--- config.mk ---
export PLATFORM = sky130hd
export DESIGN_NAME = mxt_ctrl
export DESIGN_NICKNAME = d
export VERILOG_FILES = /design/src/rtl/core/mxt_pkg.sv /design/src/rtl/core/mxt_ctrl.sv
export SDC_FILE = /design/constraint.sdc
export NUM_CORES = 1
export LEC_CHECK = 0
export BUFFER_PORTS_ARGS = -buffer_cell sky130_fd_sc_hd__clkbuf_2
export CORE_AREA = 2 2 39 41
export CTS_CLUSTER_DIAMETER = 120
export CTS_CLUSTER_SIZE = 20
export DETAILED_ROUTE_END_ITERATION = 12
export DIE_AREA = 0 0 41 43
export SETUP_SLACK_MARGIN = 0.05
export SLEW_MARGIN = 15
export SYNTH_ARGS = -nofsm -noshare
export SYNTH_HDL_FRONTEND = slang
export SYNTH_SLANG_ARGS = --single-unit
--- constraint.sdc ---
create_clock -name clk -period 2 [get_ports clk]
set_input_delay 0.4 -clock clk [delete_from_list [all_inputs] [get_ports clk]]
set_output_delay 0.4 -clock clk [all_outputs]
set_load 0.01 [all_outputs]
--- src/rtl/core/mxt_pkg.sv ---
// ----------------------------------------------------------------------------
// mxt_pkg
// Shared types for the max-xor subarray trie: datapath opcodes, controller
// states and the command and status groups between controller and datapath.
// ----------------------------------------------------------------------------
package mxt_pkg;

  localparam int DATA_W = 32;

  typedef enum logic [3:0] {
    DP_NOP,
    DP_ACCEPT,
    DP_CLEAR,
    DP_Q_LOAD,
    DP_Q_WALK,
    DP_I_LOAD,
    DP_I_WALK,
    DP_I_ALLOC,
    DP_OUT_LOAD
  } dp_op_t;

  typedef enum logic [3:0] {
    ST_CLEAR,
    ST_IDLE,
    ST_Q_LOAD,
    ST_Q_WALK,
    ST_I_LOAD,
    ST_I_WALK,
    ST_I_ALLOC,
    ST_OUT
  } mxt_state_t;

  typedef struct packed {
    dp_op_t op;
    logic   seed;
  } dp_ctl_t;

  typedef struct packed {
    logic q_done;
    logic i_done;
    logic i_alloc;
    logic out_busy;
  } dp_sts_t;

endpackage

--- src/rtl/core/mxt_ctrl.sv ---
// ----------------------------------------------------------------------------
// mxt_ctrl
// Controller: sequences trie clear and seeding, the query walk, the insert
// walk with node allocation, and the hand-off to the result register.
// ----------------------------------------------------------------------------
module mxt_ctrl import mxt_pkg::*; (
  input  logic    clk,
  input  logic    rst_n,
  input  logic    in_valid,
  input  logic    in_first_item,
  output logic    in_ready,
  output dp_ctl_t ctl,
  input  dp_sts_t sts
);

  mxt_state_t state_r, state_nxt;
  logic       seed_r, seed_nxt;
  logic       pend_r, pend_nxt;
  logic       ins_end;

  assign ins_end = ((state_r == ST_I_WALK) || (state_r == ST_I_ALLOC)) && sts.i_done;

  always_ff @(posedge clk) begin
    if (!rst_n) begin
      state_r <= ST_CLEAR;
      seed_r  <= 1'b0;
      pend_r  <= 1'b0;
    end else begin
      state_r <= state_nxt;
      seed_r  <= seed_nxt;
      pend_r  <= pend_nxt;
    end
  end

  always_comb begin
    state_nxt = state_r;
    seed_nxt  = seed_r;
    pend_nxt  = pend_r;
    case (state_r)
      ST_IDLE: begin
        if (in_valid) begin
          if (in_first_item) begin
            state_nxt = ST_CLEAR;
            pend_nxt  = 1'b1;
          end else begin
            state_nxt = ST_Q_LOAD;
          end
        end
      end
      ST_CLEAR: begin
        state_nxt = ST_I_LOAD;
        seed_nxt  = 1'b1;
      end
      ST_Q_LOAD: state_nxt = ST_Q_WALK;
      ST_Q_WALK: begin
        if (sts.q_done) state_nxt = ST_I_LOAD;
      end
      ST_I_LOAD: state_nxt = ST_I_WALK;
      ST_I_WALK, ST_I_ALLOC: begin
        if (ins_end) begin
          // seeding the zero prefix ends without a result word
          if (seed_r) begin
            seed_nxt  = 1'b0;
            pend_nxt  = 1'b0;
            state_nxt = pend_r ? ST_Q_LOAD : ST_IDLE;
          end else begin
            state_nxt = ST_OUT;
          end
        end else if (sts.i_alloc) begin
          state_nxt = ST_I_ALLOC;
        end
      end
      ST_OUT: begin
        if (!sts.out_busy) state_nxt = ST_IDLE;
      end
      default: state_nxt = ST_CLEAR;
    endcase
  end

  always_comb begin
    ctl.seed = seed_r;
    in_ready = 1'b0;
    case (state_r)
      ST_IDLE: begin
        in_ready = 1'b1;
        ctl.op   = in_valid ? DP_ACCEPT : DP_NOP;
      end
      ST_CLEAR:   ctl.op = DP_CLEAR;
      ST_Q_LOAD:  ctl.op = DP_Q_LOAD;
      ST_Q_WALK:  ctl.op = DP_Q_WALK;
      ST_I_LOAD:  ctl.op = DP_I_LOAD;
      ST_I_WALK:  ctl.op = DP_I_WALK;
      ST_I_ALLOC: ctl.op = DP_I_ALLOC;
      ST_OUT:     ctl.op = sts.out_busy ? DP_NOP : DP_OUT_LOAD;
      default:    ctl.op = DP_NOP;
    endcase
  end

endmodule
Word-level counts from Yosys, hierarchy flattened
Index checks and enable logic that the tools add are counted.
{"block": "word_totals", "output_inout_bits": 6, "in_bits": 8, "register_bits": 6}
{"block": "classes", "n_mux": 20, "n_eq_ne": 14, "reduce_logical": 9}
{"op": "case mux 4 bit (8 select lines)", "n": 1}
{"op": "case mux 4 bit (7 select lines)", "n": 1}
{"op": "2-to-1 mux 4 bit", "n": 6}
{"op": "== test 4 x 3 -> 1 bit, second input constant", "n": 4}
{"op": "!= test 2 bit, second input constant", "n": 6}
{"op": "== test 4 x 2 -> 1 bit, second input constant", "n": 2}
{"op": "2-to-1 mux 1 bit", "n": 7}
{"op": "AND reduction 5 bit", "n": 1}
{"op": "== test 4 x 1 -> 1 bit, second input constant", "n": 1}
{"op": "zero test 4 bit", "n": 1}
{"op": "2-to-1 mux 2 bit", "n": 2}
{"op": "case mux 1 bit (2 select lines)", "n": 2}
{"op": "AND reduction 4 bit", "n": 1}
{"op": "nonzero test 2 bit", "n": 2}
{"op": "2-to-1 mux 3 bit", "n": 1}
{"op": "!= test 3 bit, second input constant", "n": 1}
{"op": "AND reduction 2 bit", "n": 1}
{"op": "OR reduction 2 bit", "n": 1}
{"op": "logical AND 1 bit", "n": 1}
{"op": "logical OR 1 bit", "n": 1}

Logic depth before layout (Yosys ltp)
Gate-level depths: netlist (run 1).
{"block": "depth", "ltp_word": 5, "depth_mapped": 6, "depth_no_buf": 4}

Worst setup path after synthesis (run 1)
No wires, ideal clock.
{"block": "synth_timing", "path_type": "flip-flop to output port", "startpoint": "reg state_r[2]", "endpoint": "out ctl[1] in the netlist's numbering", "path_slack_ns": 0.582, "path_buffers": 2, "path_stages_with_launch": 5, "arrival_time_ns": 1.018, "cell_sequence": "dfxtp_1 > buf_4 > buf_2 > nor2_1 > mux2i_1"}
{"item": "from (decl)", "line": "mxt_ctrl.sv:16", "text": "mxt_state_t state_r, state_nxt;"}
{"item": "from (signal assigned)", "line": "mxt_ctrl.sv:29", "text": "state_r <= state_nxt;"}
{"item": "to (decl)", "line": "mxt_ctrl.sv:12", "text": "output dp_ctl_t ctl,"}

==> results of run 1 <==
cell usage after synthesis (2+ instances only):
library cell and instances:
a21oi_1 8, nand2_1 7, dfxtp_1 5, nor2_1 5, buf_4 3, mux2i_1 3
nor2b_1 3, nor3_1 3, xnor2_1 3, buf_6 2, inv_1 2, nand2b_1 2
o211ai_1 2, o21ai_0 2, o21ai_1 2
worst max-delay path, stage by stage, from the launching register on:
cell and delay, ns:
dfxtp_1 0.50, buf_4 0.24, nor2_1 0.06, mux2i_1 0.15, clkbuf_2 0.15
final timing paths:
kind / to / slack, ns / cells after the start
worst max-delay path: ctl[1] / 0.26 / 4
worst min-delay path: state_r[1] / 0.45 / 3
worst max register to register: state_r[0] / 0.50 / 5
worst min register to register: pend_r / 0.49 / 2
where the power goes:
part	total [mW]	switching, mW	internal [mW]
logic	0.560	0.296	0.264
clock network	0.115	0.0397	0.0753
registers	0.208	0.0654	0.143
total	0.883	0.401	0.482
sequential cells by signal, summed over array words and instances (netlist names):
| name | cells |
|---|---|
| state_r | 3 |
| pend_r | 1 |
| seed_r | 1 |
final cells by class:
cell class / instances / area, µm² / area share [%]
tap: 16 / 20.0 / 3.35
clock buffer: 4 / 26.3 / 4.39
inverter: 3 / 13.8 / 2.30
sequential: 5 / 100 / 16.7
multi-input combinational: 55 / 350 / 58.6
timing repair buffer: 16 / 87.6 / 14.6
metal layers:
layer	vias to the layer above	GRT usage, %	wire [µm]
met5	-	0	0
met3	4	4.71	56
met2	11	21.9	509
met4	0	12.0	34
li1	272	-	-
met1	229	19.0	529
placed cells by master (no fill, tap or decap), types with 3 or more instances in the layout:
cell type	instances
clkbuf_2	13
a21oi_1	8
nand2_1	7
nor2_1	5
dfxtp_1	5
nor3_1	3
xnor2_1	3
mux2i_1	3
nor2b_1	3
clkbuf_4	3
buf_4	3
kinds of logic (layout without fill, tap and decap cells):
family | after synthesis | count (layout) | synth area share (%)
buffers and inverters | 9 | 23 | 12.4
multiplexers | 3 | 3 | 5.84
XOR/XNOR | 3 | 3 | 5.11
flip-flops | 5 | 5 | 19.5
AND/OR/NAND/NOR | 26 | 26 | 27.5
AO/OA/AOI/OAI | 23 | 23 | 29.7
through the flow:
stage	cell area (µm²)	hold slack (ns)	setup WS (ns)	power, mW
2_1_floorplan	514	0.440	0.582	0.666
3_3_place_gp	572	0.488	0.521	0.774
3_5_place_dp	572	0.489	0.508	0.771
4_1_cts	598	0.445	0.240	0.892
5_1_grt	598	0.468	0.152	0.968
6_report	598	0.454	0.260	0.883
==> flow_summary.ini, run 1 <==
[global_routing]
gr-total-overflow = 0
track_usage_pct = 15.7
grt_pass1_wl_um = 1810
antenna_found_initial = 0
first_global_vias = 460
grt_max_degree = 14

[die]
rows = 14
die_y_um = 43
coreArea_um2 = 1380
ioPinCount = 14
die_area_um2 = 1760
start_util_pct = 37.2
die_w_um = 41

[placed_design]
place_hpwl_um = 879
numPortBuffers = 13
dp.cells = 95
gp_congestion = 0.810

[synth]
avgSynthCellArea_um2 = 7.45
ys_ff_latch = 5
syn-num-nets = 77
synth_cells = 69
synth_area_um2 = 514
synthTopCellsByArea = dfxtp_1 (19%), a21oi_1 (7.8%), mux2i_1 (5.8%)
synthArstFlopShare_pct = 0
yosysTopAreaCell = dfxtp_1
synth-main-ff-cell = dfxtp_1
synth_edf_count = 0
ys_warn_count = 0
yosysSeqAreaShare_pct = 19.5
yosysUniqueCellTypes = 32
yosysTopAreaCellShare_pct = 19.5

[clock_network]
cts_hold_buf = 0
clockBufferDepth = 2
cts_inserted_buffers = 3
cts_tree = done
cts_max_level = 1
cts_setup_buffers = 0
cts_sinks = 5
root_buffer = clkbuf_4
path_clk_slew_ns = 0.04
clk_latency_ns = 0.24
cts-resized-gates = 0

[timing]
layout_worst_path_cycle_share_pct = 87.0
max_slew.worst_pin.slew_ns = 0.324
min_period_ns = 1.74
maxSlewHeadroom_pct = 78.4
finalHoldViolations = 0
final-max-slew-violation-count = 0
rsz0062_at_grt = no
fin_setup_tns_ns = 0
fmax_mhz = 575
finalSetupViolCount = 0
fin_skew_ns = 0.000655

[layout]
drive_gt1_share_pct = 28.9
final_cells = 99
post-route-util_pct = 43.2
syn_to_final_growth_pct = 16.3
final.fill_count = 152
num-nets-final = 92
num_antenna_cells = 0

[critical_path]
path_max_fanout = 12
cp-end-kind = output pin
start_kind = flip-flop
r2r-start = state_r[2]
worstSetupStartpoint = state_r[2]
criticalPathCategory = reg -> out
worstPathArrival_ns = 1.34
crit_required_ns = 1.60

[detailed_routing]
wl_per_cell_um = 11.4
vias = 516
drc = 0
viasPerCell = 5.21
wl_um = 1130
antenna_left = 0
drtPass1Iterations = 4
drt_iter0_markers = 7

[min_path]
hp-class = in -> reg
hold_start = rst_n

[power_and_ir_drop]
p_leak_nw = 0.240
vdd_drop_max_v = 0.000554
powerDensity_nw_per_um2 = 1480

[job]
maxCapViolations = 0

[run_status]
run_status = complete, no violations
Note: power is estimated with default switching activity, not from simulation.
==> inputs of run 2 (changes only) <==
Settings changed: ABC_AREA from default to 1, HOLD_SLACK_MARGIN from default to 0.12, PLACE_DENSITY from default to 0.65.
==> run 2 against run 1 <==
Against the previous run: synthesized area rose by 8.8%; worst setup slack got worse by 0.086 ns; fmax fell by 4.7%; final area rose by 5.4%; first-iteration DRC count fell by 14%; non-clock buffer count fell by 3; register-to-register slack improved by 0.09 ns; sequential cell count did not move; die area did not move; synthesized cell count rose by 17%; combinational power fell by 2%; sequential share of layout area fell by 0.66 points.
==> flow_summary.ini, run 2 <==
[layout]
num-nets-final = 103
layout_common_cells = nand2_1 (16), clkbuf_2 (13), inv_1 (12)
layout_commonest_cell = nand2_1
drive_gt1_share_pct = 39.4
largest_reg_flops = 3
num_antenna_cells = 0
final_cells = 110
top_register = state_r
top_regs = state_r: 3 flops, pend_r: 1 flops, seed_r: 1 flops
syn_to_final_growth_pct = 12.8

[clock_network]
clk_latency_ns = 0.25
path_clk_slew_ns = 0.04
cts_inserted_buffers = 3
cts_tree = done
root_buffer = clkbuf_4
clockBufferDepth = 2
cts_sinks = 5
cts_max_level = 1

[synth]
synthTopCellsByCount = nand2_1 (16), inv_1 (12), nor2_1 (10)
yosysSeqAreaShare_pct = 17.9
yosysTopAreaCell = dfxtp_1
yosysTopAreaCellShare_pct = 17.9
yosysUniqueCellTypes = 22
synthArstFlopShare_pct = 0
ys_ff_latch = 5
synth-main-ff-cell = dfxtp_1
synthTopCellsByArea = dfxtp_1 (18%), nand2_1 (11%), inv_1 (8.1%)
synth_area_um2 = 559
synth_edf_count = 0
syn-num-nets = 89
synth.most_common_cell = nand2_1
synth_cells = 81
ys_warn_count = 0
avgSynthCellArea_um2 = 6.90

[power_and_ir_drop]
powerDensity_nw_per_um2 = 1490
p_leak_nw = 0.346
vdd_drop_max_v = 0.000583

[timing]
layout_worst_path_cycle_share_pct = 91.3
final-max-slew-violation-count = 0
fmax_mhz = 548
max_slew.worst_pin.slew_ns = 0.522
maxSlewHeadroom_pct = 65.2
finalHoldViolations = 0
fin_setup_tns_ns = 0
fin_skew_ns = 0.0000691
rsz0062_at_grt = no
finalSetupViolCount = 0
min_period_ns = 1.83

[placed_design]
dp.cells = 106
gp_congestion = 0.797
numPortBuffers = 13
place_hpwl_um = 888

[detailed_routing]
vias = 527
drt_iter0_markers = 6
drtPass1Iterations = 4
drc = 0
viasPerCell = 4.79
wl_um = 1060
antenna_left = 0
wl_per_cell_um = 9.63

[critical_path]
r2r-start = state_r[2]
criticalPathCategory = reg -> out
worstPathArrival_ns = 1.43
r2r_setup_slack_ns = 0.59
path_max_fanout = 8
crit_required_ns = 1.60
r2r_cells = 7
cp-end-kind = output pin
worstSetupStartpoint = state_r[1]
cp-endpoint = ctl[2]
regToRegEndpoint = state_r[0]
start_kind = flip-flop

[die]
die_w_um = 41
die_y_um = 43
coreArea_um2 = 1380
die_area_um2 = 1760
start_util_pct = 40.4
ioPinCount = 14
rows = 14

[global_routing]
grt_max_degree = 11
antenna_found_initial = 0
gr-total-overflow = 0
track_usage_pct = 15.8
grt_pass1_wl_um = 1890
first_global_vias = 441

[job]
maxCapViolations = 0

[min_path]
hp-class = in -> reg

[run_status]
run_status = complete, no violations
run 2: area by class of cell:
cell class	count	area (µm²)
inverter	15	61.3
fill	162	753
timing repair buffer	13	65.1
sequential	5	101
clock buffer	4	26.3
multi-input combinational	57	357
tap	16	20.0
run 2: report_power, final:
group	switching (mW)	internal, mW	total, mW
Sequential	0.124	0.146	0.270
Clock	0.0460	0.0757	0.122
Combinational	0.325	0.221	0.546
run 2: critical path, stage by stage (launching register included):
cell and delay [ns]:
dfxtp_1 0.64, nand2_8 0.10, nand2_4 0.11, nor2_8 0.05, inv_1 0.06, o21ai_0 0.07
clkbuf_2 0.15
run 2: layer usage:
layer	global-route usage (%)	vias up	share of wire, %
met5	0	-	0
met4	8.00	0	1.7
met3	5.24	4	7.5
met2	20.6	16	46
met1	22.3	231	44
li1	-	276	-
run 2: what timing repair did:
item	4_1_cts	5_1_grt
hold buffers	0	0
resized for setup	0	1
setup buffers	0	0
endpoints found under the setup margin	0	1
hold endpoints to repair	0	0
run 2: cell families after synthesis:
logic type / Yosys count / synth area share, %
AOI/OAI and AO/OA: 8 / 7.60
and+or+nand+nor: 49 / 56.2
DFF: 5 / 17.9
buffers and inverters: 19 / 18.3
run 2: worst min path at each step:
stage               slack [ns]  startpoint         end  depth (start not counted)
floorplan                 0.45      pend_r      pend_r                          2
global placement          0.47      pend_r      pend_r                          2
detailed placement        0.47      pend_r      pend_r                          2
CTS                       0.42       rst_n  state_r[1]                          3
global route              0.45       rst_n  state_r[0]                          3
finish                    0.43       rst_n  state_r[1]                          3
run 2: per-stage QoR:
step	util (%)	power [mW]	worst slack (ns)	hold slack [ns]	cell area [µm²]
after floorplan	-	0.756	0.715	0.448	559
after global placement	43.6	0.818	0.421	0.467	603
after detailed placement	43.6	0.822	0.421	0.469	603
after CTS	45.5	0.947	0.142	0.423	629
after global routing	45.6	1.04	0.0613	0.448	631
final	45.6	0.937	0.174	0.431	631
